==> src/sv/pidc_pkg.sv <==
// ----------------------------------------------------------------------------
// pidc_pkg
// Shared widths, register indexes, reset values and pipeline words of the
// clamped PID controller.
// ----------------------------------------------------------------------------
`default_nettype none

package pidc_pkg;

  localparam int unsigned CFG_IDX_W  = 3;
  localparam int unsigned CFG_DATA_W = 32;

  localparam logic [CFG_IDX_W-1:0] REG_GAIN_P        = 3'd0;
  localparam logic [CFG_IDX_W-1:0] REG_GAIN_I        = 3'd1;
  localparam logic [CFG_IDX_W-1:0] REG_GAIN_D        = 3'd2;
  localparam logic [CFG_IDX_W-1:0] REG_DRIVE_FLOOR   = 3'd3;
  localparam logic [CFG_IDX_W-1:0] REG_DRIVE_CEILING = 3'd4;
  localparam logic [CFG_IDX_W-1:0] REG_ACCUM_FLOOR   = 3'd5;
  localparam logic [CFG_IDX_W-1:0] REG_ACCUM_CEILING = 3'd6;

  localparam logic signed [15:0] DRIVE_FLOOR_RST   = 16'sh8000;
  localparam logic signed [15:0] DRIVE_CEILING_RST = 16'sh7fff;
  localparam logic signed [31:0] ACCUM_FLOOR_RST   = 32'sh8000_0000;
  localparam logic signed [31:0] ACCUM_CEILING_RST = 32'sh7fff_ffff;

  // error, integral and derivative of one sample
  typedef struct packed {
    logic               clr;
    logic signed [16:0] err;
    logic signed [31:0] acc;
    logic signed [17:0] deriv;
  } sample_t;

  // the three gain products of one sample
  typedef struct packed {
    logic               clr;
    logic signed [32:0] p_prod;
    logic signed [47:0] i_prod;
    logic signed [33:0] d_prod;
  } prod_t;

endpackage

`default_nettype wire

==> src/sv/pidc_if.sv <==
// ----------------------------------------------------------------------------
// pidc_if
// Valid/ready channels of the clamped PID controller: sample in, drive out.
// ----------------------------------------------------------------------------
`default_nettype none

interface pidc_in_if;
  logic               valid;
  logic               ready;
  logic signed [15:0] setpoint;
  logic signed [15:0] measured;
  logic               clear_history;

  modport source (output valid, output setpoint, output measured,
                  output clear_history, input ready);
  modport sink   (input valid, input setpoint, input measured,
                  input clear_history, output ready);
endinterface

interface pidc_out_if;
  logic               valid;
  logic               ready;
  logic signed [15:0] drive;

  modport source (output valid, output drive, input ready);
  modport sink   (input valid, input drive, output ready);
endinterface

`default_nettype wire

==> src/sv/pidc_integrator.sv <==
// ----------------------------------------------------------------------------
// pidc_integrator
// Error, clamped integral and derivative of each accepted sample; holds the
// integral and previous error history.
// ----------------------------------------------------------------------------
`default_nettype none

module pidc_integrator (
  input  wire logic               clk_i,
  input  wire logic               rst_ni,
  input  wire logic               en_i,
  input  wire logic signed [15:0] setpoint_i,
  input  wire logic signed [15:0] measured_i,
  input  wire logic               clear_i,
  input  wire logic signed [31:0] accum_floor_i,
  input  wire logic signed [31:0] accum_ceiling_i,
  output pidc_pkg::sample_t       sample_o
);

  logic signed [31:0] acc_q;
  logic signed [16:0] last_q;
  logic signed [16:0] err;
  logic signed [32:0] acc_sum;
  logic signed [31:0] acc_d;
  logic signed [17:0] deriv;
  pidc_pkg::sample_t  sample_q;

  assign err     = 17'(setpoint_i) - 17'(measured_i);
  assign acc_sum = 33'(acc_q) + 33'(err);
  assign deriv   = 18'(err) - 18'(last_q);

  // ceiling wins over floor
  always_comb begin
    priority if (acc_sum > 33'(accum_ceiling_i)) begin
      acc_d = accum_ceiling_i;
    end else if (acc_sum < 33'(accum_floor_i)) begin
      acc_d = accum_floor_i;
    end else begin
      acc_d = acc_sum[31:0];
    end
  end

  always_ff @(posedge clk_i or negedge rst_ni) begin
    if (!rst_ni) begin
      acc_q  <= '0;
      last_q <= '0;
    end else if (en_i) begin
      if (clear_i) begin
        acc_q  <= '0;
        last_q <= '0;
      end else begin
        acc_q  <= acc_d;
        last_q <= err;
      end
    end
  end

  always_ff @(posedge clk_i) begin
    if (en_i) begin
      sample_q.clr   <= clear_i;
      sample_q.err   <= err;
      sample_q.acc   <= acc_d;
      sample_q.deriv <= deriv;
    end
  end

  assign sample_o = sample_q;

endmodule

`default_nettype wire

==> src/sv/pid_controller_clamped_core.sv <==
// ----------------------------------------------------------------------------
// pid_controller_clamped_core
// Positional PID controller in fixed point with integral and drive clamps.
// ----------------------------------------------------------------------------
// Takes one sample word per clock while the output is not stalled, and returns
// one drive word per sample, in order. After a sample is accepted, registers
// hold in turn the error and the integral update, the three gain multiplies,
// and the sum, the shift by 8 and the drive clamp. The rate of one word per
// cycle is set by the integral add-and-clamp, closed on its own register.
// The user writes gains and limits through the configuration port only while
// no sample is in flight; the block itself does not enforce this.
// ----------------------------------------------------------------------------
`default_nettype none

module pid_controller_clamped_core (
  input  wire logic                            clk_i,
  input  wire logic                            rst_ni,
  input  wire logic                            cfg_we_i,
  input  wire logic [pidc_pkg::CFG_IDX_W-1:0]  cfg_idx_i,
  input  wire logic [pidc_pkg::CFG_DATA_W-1:0] cfg_data_i,
  pidc_in_if.sink                              sample_i,
  pidc_out_if.source                           result_o
);

  logic signed [15:0] gain_p_q;
  logic signed [15:0] gain_i_q;
  logic signed [15:0] gain_d_q;
  logic signed [15:0] drive_floor_q;
  logic signed [15:0] drive_ceiling_q;
  logic signed [31:0] accum_floor_q;
  logic signed [31:0] accum_ceiling_q;

  logic               s1_valid_q;
  logic               s2_valid_q;
  logic               out_valid_q;
  logic               s1_en;
  logic               s2_en;
  logic               s3_en;

  pidc_pkg::sample_t  sample;
  pidc_pkg::prod_t    prod_d;
  pidc_pkg::prod_t    prod_q;
  logic signed [49:0] sum;
  logic signed [41:0] shifted;
  logic signed [15:0] drive_d;
  logic signed [15:0] drive_q;

  // configuration registers
  always_ff @(posedge clk_i or negedge rst_ni) begin
    if (!rst_ni) begin
      gain_p_q        <= '0;
      gain_i_q        <= '0;
      gain_d_q        <= '0;
      drive_floor_q   <= pidc_pkg::DRIVE_FLOOR_RST;
      drive_ceiling_q <= pidc_pkg::DRIVE_CEILING_RST;
      accum_floor_q   <= pidc_pkg::ACCUM_FLOOR_RST;
      accum_ceiling_q <= pidc_pkg::ACCUM_CEILING_RST;
    end else if (cfg_we_i) begin
      unique case (cfg_idx_i)
        pidc_pkg::REG_GAIN_P:        gain_p_q        <= cfg_data_i[15:0];
        pidc_pkg::REG_GAIN_I:        gain_i_q        <= cfg_data_i[15:0];
        pidc_pkg::REG_GAIN_D:        gain_d_q        <= cfg_data_i[15:0];
        pidc_pkg::REG_DRIVE_FLOOR:   drive_floor_q   <= cfg_data_i[15:0];
        pidc_pkg::REG_DRIVE_CEILING: drive_ceiling_q <= cfg_data_i[15:0];
        pidc_pkg::REG_ACCUM_FLOOR:   accum_floor_q   <= cfg_data_i[31:0];
        pidc_pkg::REG_ACCUM_CEILING: accum_ceiling_q <= cfg_data_i[31:0];
        default: ;
      endcase
    end
  end

  // pipeline flow
  assign s3_en          = s2_valid_q && (!out_valid_q || result_o.ready);
  assign s2_en          = s1_valid_q && (!s2_valid_q || s3_en);
  assign sample_i.ready = !s1_valid_q || s2_en;
  assign s1_en          = sample_i.valid && sample_i.ready;

  always_ff @(posedge clk_i or negedge rst_ni) begin
    if (!rst_ni) begin
      s1_valid_q  <= 1'b0;
      s2_valid_q  <= 1'b0;
      out_valid_q <= 1'b0;
    end else begin
      if (s1_en || s2_en) begin
        s1_valid_q <= s1_en;
      end
      if (s2_en || s3_en) begin
        s2_valid_q <= s2_en;
      end
      if (s3_en || result_o.ready) begin
        out_valid_q <= s3_en;
      end
    end
  end

  pidc_integrator u_integrator (
    .clk_i           (clk_i),
    .rst_ni          (rst_ni),
    .en_i            (s1_en),
    .setpoint_i      (sample_i.setpoint),
    .measured_i      (sample_i.measured),
    .clear_i         (sample_i.clear_history),
    .accum_floor_i   (accum_floor_q),
    .accum_ceiling_i (accum_ceiling_q),
    .sample_o        (sample)
  );

  // gain products
  always_comb begin
    prod_d.clr    = sample.clr;
    prod_d.p_prod = 33'(gain_p_q) * 33'(sample.err);
    prod_d.i_prod = 48'(gain_i_q) * 48'(sample.acc);
    prod_d.d_prod = 34'(gain_d_q) * 34'(sample.deriv);
  end

  always_ff @(posedge clk_i) begin
    if (s2_en) begin
      prod_q <= prod_d;
    end
  end

  // sum, floor shift and drive clamp, or zero drive on a cleared sample
  assign sum     = 50'(prod_q.p_prod) + 50'(prod_q.i_prod) + 50'(prod_q.d_prod);
  assign shifted = 42'(sum >>> 8);

  always_comb begin
    priority if (prod_q.clr) begin
      drive_d = '0;
    end else if (shifted > 42'(drive_ceiling_q)) begin
      drive_d = drive_ceiling_q;
    end else if (shifted < 42'(drive_floor_q)) begin
      drive_d = drive_floor_q;
    end else begin
      drive_d = shifted[15:0];
    end
  end

  always_ff @(posedge clk_i) begin
    if (s3_en) begin
      drive_q <= drive_d;
    end
  end

  assign result_o.valid = out_valid_q;
  assign result_o.drive = drive_q;

endmodule

`default_nettype wire
==> src/flat_wrapper.sv <==
// flat-port wrapper written by rule: the top's interface ports become plain ports
module pid_controller_clamped_core_flat 
  (clk_i, rst_ni, cfg_we_i, cfg_idx_i, cfg_data_i, sample_i_valid, sample_i_setpoint, sample_i_measured, sample_i_clear_history, sample_i_ready, result_o_valid, result_o_drive, result_o_ready);
  pidc_in_if sample_i_i ();
  pidc_out_if result_o_i ();
  input  wire logic clk_i;
  input  wire logic rst_ni;
  input  wire logic cfg_we_i;
  input  wire logic [pidc_pkg::CFG_IDX_W-1:0] cfg_idx_i;
  input  wire logic [pidc_pkg::CFG_DATA_W-1:0] cfg_data_i;
  input wire logic [$bits(sample_i_i.valid)-1:0] sample_i_valid;
  input wire logic [$bits(sample_i_i.setpoint)-1:0] sample_i_setpoint;
  input wire logic [$bits(sample_i_i.measured)-1:0] sample_i_measured;
  input wire logic [$bits(sample_i_i.clear_history)-1:0] sample_i_clear_history;
  output wire logic [$bits(sample_i_i.ready)-1:0] sample_i_ready;
  output wire logic [$bits(result_o_i.valid)-1:0] result_o_valid;
  output wire logic [$bits(result_o_i.drive)-1:0] result_o_drive;
  input wire logic [$bits(result_o_i.ready)-1:0] result_o_ready;
  assign sample_i_i.valid = sample_i_valid;
  assign sample_i_i.setpoint = sample_i_setpoint;
  assign sample_i_i.measured = sample_i_measured;
  assign sample_i_i.clear_history = sample_i_clear_history;
  assign sample_i_ready = sample_i_i.ready;
  assign result_o_valid = result_o_i.valid;
  assign result_o_drive = result_o_i.drive;
  assign result_o_i.ready = result_o_ready;
  pid_controller_clamped_core u_core (.clk_i(clk_i), .rst_ni(rst_ni), .cfg_we_i(cfg_we_i), .cfg_idx_i(cfg_idx_i), .cfg_data_i(cfg_data_i), .sample_i(sample_i_i), .result_o(result_o_i));
endmodule
==> config.mk <==
export PLATFORM = sky130hd
export DESIGN_NAME = pid_controller_clamped_core_flat
export DESIGN_NICKNAME = d
export VERILOG_FILES = /design/src/sv/pidc_pkg.sv /design/src/sv/pidc_if.sv /design/src/sv/pidc_integrator.sv /design/src/sv/pid_controller_clamped_core.sv /design/src/flat_wrapper.sv
export SDC_FILE = /design/constraint.sdc
export NUM_CORES = 2
export LEC_CHECK = 0
export BUFFER_PORTS_ARGS = -buffer_cell sky130_fd_sc_hd__buf_2
export CORE_AREA = 8 8 465 467
export CTS_BUF_LIST = sky130_fd_sc_hd__clkbuf_16
export DETAILED_ROUTE_END_ITERATION = 8
export DIE_AREA = 0 0 473 475
export PLACE_DENSITY = 0.4
export SETUP_SLACK_MARGIN = 0.5
export SLEW_MARGIN = 20
export SYNTH_ARGS = -nofsm -noshare
export SYNTH_HDL_FRONTEND = slang
export SYNTH_SLANG_ARGS = --single-unit
==> constraint.sdc <==
create_clock -name clk_i -period 12.8 [get_ports clk_i]
set_input_delay 2.56 -clock clk_i [delete_from_list [all_inputs] [get_ports clk_i]]
set_output_delay 2.56 -clock clk_i [all_outputs]
set_load 0.02 [all_outputs]
==> impl_metrics.env <==
export IMPL_clockBufferDepth=3
export IMPL_setup_tns_ps=0
export IMPL_tritoncts="yes"
export IMPL_vias_per_cell=4.70
export IMPL_gp_congestion=0.839
export IMPL_ys_flop_type="edfxtp_1"
export IMPL_yosysSeqAreaShare_pct=17.6
export IMPL_layout_commonest_cell="inv_1"
export IMPL_setup_worst_path_end_class="register"
export IMPL_portBuffers=90
export IMPL_postRouteWirelength_um=198000
export IMPL_finalHoldViolCount=0
export IMPL_cpMostUsedCell="a21oi_1"
export IMPL_layout_common_cells="1319 x inv_1, 1102 x fa_1, 748 x nand2_1, 547 x ha_1, 436 x and2_1"
export IMPL_postRouteAntennaNets=0
export IMPL_cap_violations=0
export IMPL_ys_types=88
export IMPL_synth_area_leaders="fa_1 35%, ha_1 11%, edfxtp_1 9.6%"
export IMPL_regArea_um2=11000
export IMPL_cp_slowest_cell="o41ai_1"
export IMPL_ctsResizeCount=0
export IMPL_syn_area_um2=62300
export IMPL_hold_depth=2
export IMPL_hp_class="register to register"
export IMPL_cts_htree_levels=2
export IMPL_post_cts_setup_buffers=0
export IMPL_antenna_found_initial=33
export IMPL_vias=43400
export IMPL_clock_skew_ps=33.7
export IMPL_fillers=21800
export IMPL_rows=168
export IMPL_drc_errors=0
export IMPL_grt_pass1_wl_um=303000
export IMPL_final_util_pct=32.5
export IMPL_synth_compound_area_share_pct=8.25
export IMPL_drive_gt1_share_pct=7.50
export IMPL_fin_nets=8091
export IMPL_placed_cells=9119
export IMPL_post_route_min_period_ps=9430
export IMPL_dpl_cell_area_um2=66100
export IMPL_worstPathMaxFanout=59
export IMPL_clock_root_buffer="clkbuf_16"
export IMPL_multi_input_area_um2=45700
export IMPL_cts_buffers=52
export IMPL_synth_edf_count=200
export IMPL_die_area_um2=225000
export IMPL_grt_max_degree=86
export IMPL_io_pin_count=91
export IMPL_status="complete, no violations"
export IMPL_core_area_um2=209000
export IMPL_setup_violations=0
export IMPL_grt_setup_unrepaired="no"
export IMPL_synthSimpleGateAreaFrac_pct=12.9
export IMPL_worst_r2r_path_depth=22
export IMPL_clock_fmax_mhz=106
export IMPL_min_period_over_period_pct=73.7
export IMPL_syn_inst=6376
export IMPL_synth_top_family_by_area="adder cells"
export IMPL_startpoint_type="input port"
export IMPL_clk_latency_ps=650
export IMPL_synthXorXnorAreaFrac_pct=3.09
export IMPL_die_y_um=475
export IMPL_maxSlewViolCount=0
export IMPL_muxShareOfSynthArea_pct=2.55
export IMPL_cts_hold_buf=0
export IMPL_synth_seq_cells=396
export IMPL_synthArstFlopShare_pct=49.5
export IMPL_max_stage_delay_ps=640
export IMPL_start_util_pct=29.9
export IMPL_grt_pass1_vias=47500
export IMPL_hpwl_um=155000
export IMPL_relSlewSlack_pct=22.1
export IMPL_overflow=0
export IMPL_critPathKind="input port to register"
export IMPL_routedWlPerCell_um=21.5
export IMPL_dieWidth_um=473
export IMPL_cts_sink_count=396
export IMPL_synth_area_leader_cell="fa_1"
export IMPL_synth_top_area_share_pct=35.4
export IMPL_stdcell_count=9224
export IMPL_synth_adder_area_share_pct=46.4
export IMPL_syn_nets=8098
export IMPL_design_area_um2=67900
export IMPL_cp_arrival_ps=9820
export IMPL_synth_warnings=0
export IMPL_avgSynthCellArea_um2=9.78
export IMPL_required_ps=13190
export IMPL_grtUsageTotal_pct=17.7
export IMPL_drtIter0Drc=2634
export IMPL_clk_pin_slew_ps=70
export IMPL_area_growth_pct=8.87
export IMPL_drt_pass1_iter_count=5
export IMPL_worst_pin_slew_ps=1170
logic make-up (layout without fill, tap and decap cells):
family          after synthesis  in the layout
mux                         143            143
fa+ha+maj                  1649           1649
xor+xnor                    218            218
flops                       396            396
compound gates              775            775
buf+inv                    1530           1567
other cells                   0              6
simple gates               1665           1665
routing by layer:
layer  global-route usage, %  wire (um)  vias up
li1                        -          -    19900
met1                    24.0      90200    22400
met2                    29.4      92000      841
met3                    3.06      10200      216
met4                    4.67       5750        6
met5                       0         47        -
worst paths after layout:
kind,startpoint,end,slack (ps)
worst max-delay path,sample_i_setpoint[0],u_core.u_integrator.sample_o[47],3370
worst min-delay path,u_core.u_integrator.last_q[2],u_core.u_integrator.last_q[2],480
worst max register to register,u_core.u_integrator.sample_o[7],u_core.prod_q[32],4800
worst min register to register,u_core.u_integrator.last_q[2],u_core.u_integrator.last_q[2],480
max in group asynchronous,rst_ni,u_core.gain_d_q[15],9370
min in group asynchronous,rst_ni,u_core.accum_floor_q[26],1950
synthesized netlist by cell type, drive strengths merged, types with 6 or more instances:
master  count
edfxtp    200
a31oi      20
o311ai      9
nor4        9
fa       1102
o41ai       9
a211oi     33
mux2      128
a21oi     251
inv      1310
dfrtp     148
nand4      40
a22o       25
a221oi      6
a21boi      7
a32o        7
clkbuf    208
a21o       96
buf        12
and2      437
nand4b      7
o21ai     135
nor3       35
nor2b      24
xnor2     158
nand2     749
o21bai     35
o21a       29
o211ai     31
ha        547
a211o       6
a31o        6
or2         7
and3       24
nand2b     84
dfstp      48
xor2       60
nand3      44
o31ai       9
a221o       9
mux2i      15
nor2      185
per-stage QoR:
| step | hold slack [ps] | worst slack [ps] |
|---|---|---|
| after floorplan | 400 | 4070 |
| after global placement | 469 | 2690 |
| after global routing | 511 | 2780 |
| after CTS | 489 | 3400 |
| final | 480 | 3370 |
| after detailed placement | 475 | 2690 |
layout make-up:
class | instances | area share [%]
flip-flops and latches | 396 | 16.2
well taps | 2805 | 5.17
diodes | 6 | 0.0221
multi-input cells | 4450 | 67.3
clock buffers | 54 | 1.99
repair buffers | 159 | 1.47
inverters | 1310 | 7.25
clock inverters | 44 | 0.588
critical path, delay by kind of cell:
| family | cells | cell delay, ps |
|---|---|---|
| AOI/OAI and AO/OA | 18 | 4380 |
| xor gates and xnor gates | 1 | 290 |
| adders and majority gates | 4 | 1300 |
| buffers and inverters | 4 | 710 |
| and+or+nand+nor | 5 | 520 |
state kept, by name, indices dropped and copies added (netlist names):
name                          count
u_core.result_o.valid             1
u_core.u_integrator.sample_o     68
u_core.gain_d_q                  16
u_core.gain_i_q                  16
u_core.accum_floor_q             32
u_core.s1_valid_q                 1
u_core.u_integrator.last_q       17
u_core.result_o.drive            16
u_core.prod_q                   116
u_core.gain_p_q                  16
u_core.s2_valid_q                 1
u_core.u_integrator.acc_q        32
u_core.accum_ceiling_q           32
u_core.drive_ceiling_q           16
u_core.drive_floor_q             16
Power is left out: the tool's default activity adds up to more than one toggle a clock period on the data nets, which glitch-free logic cannot reach.
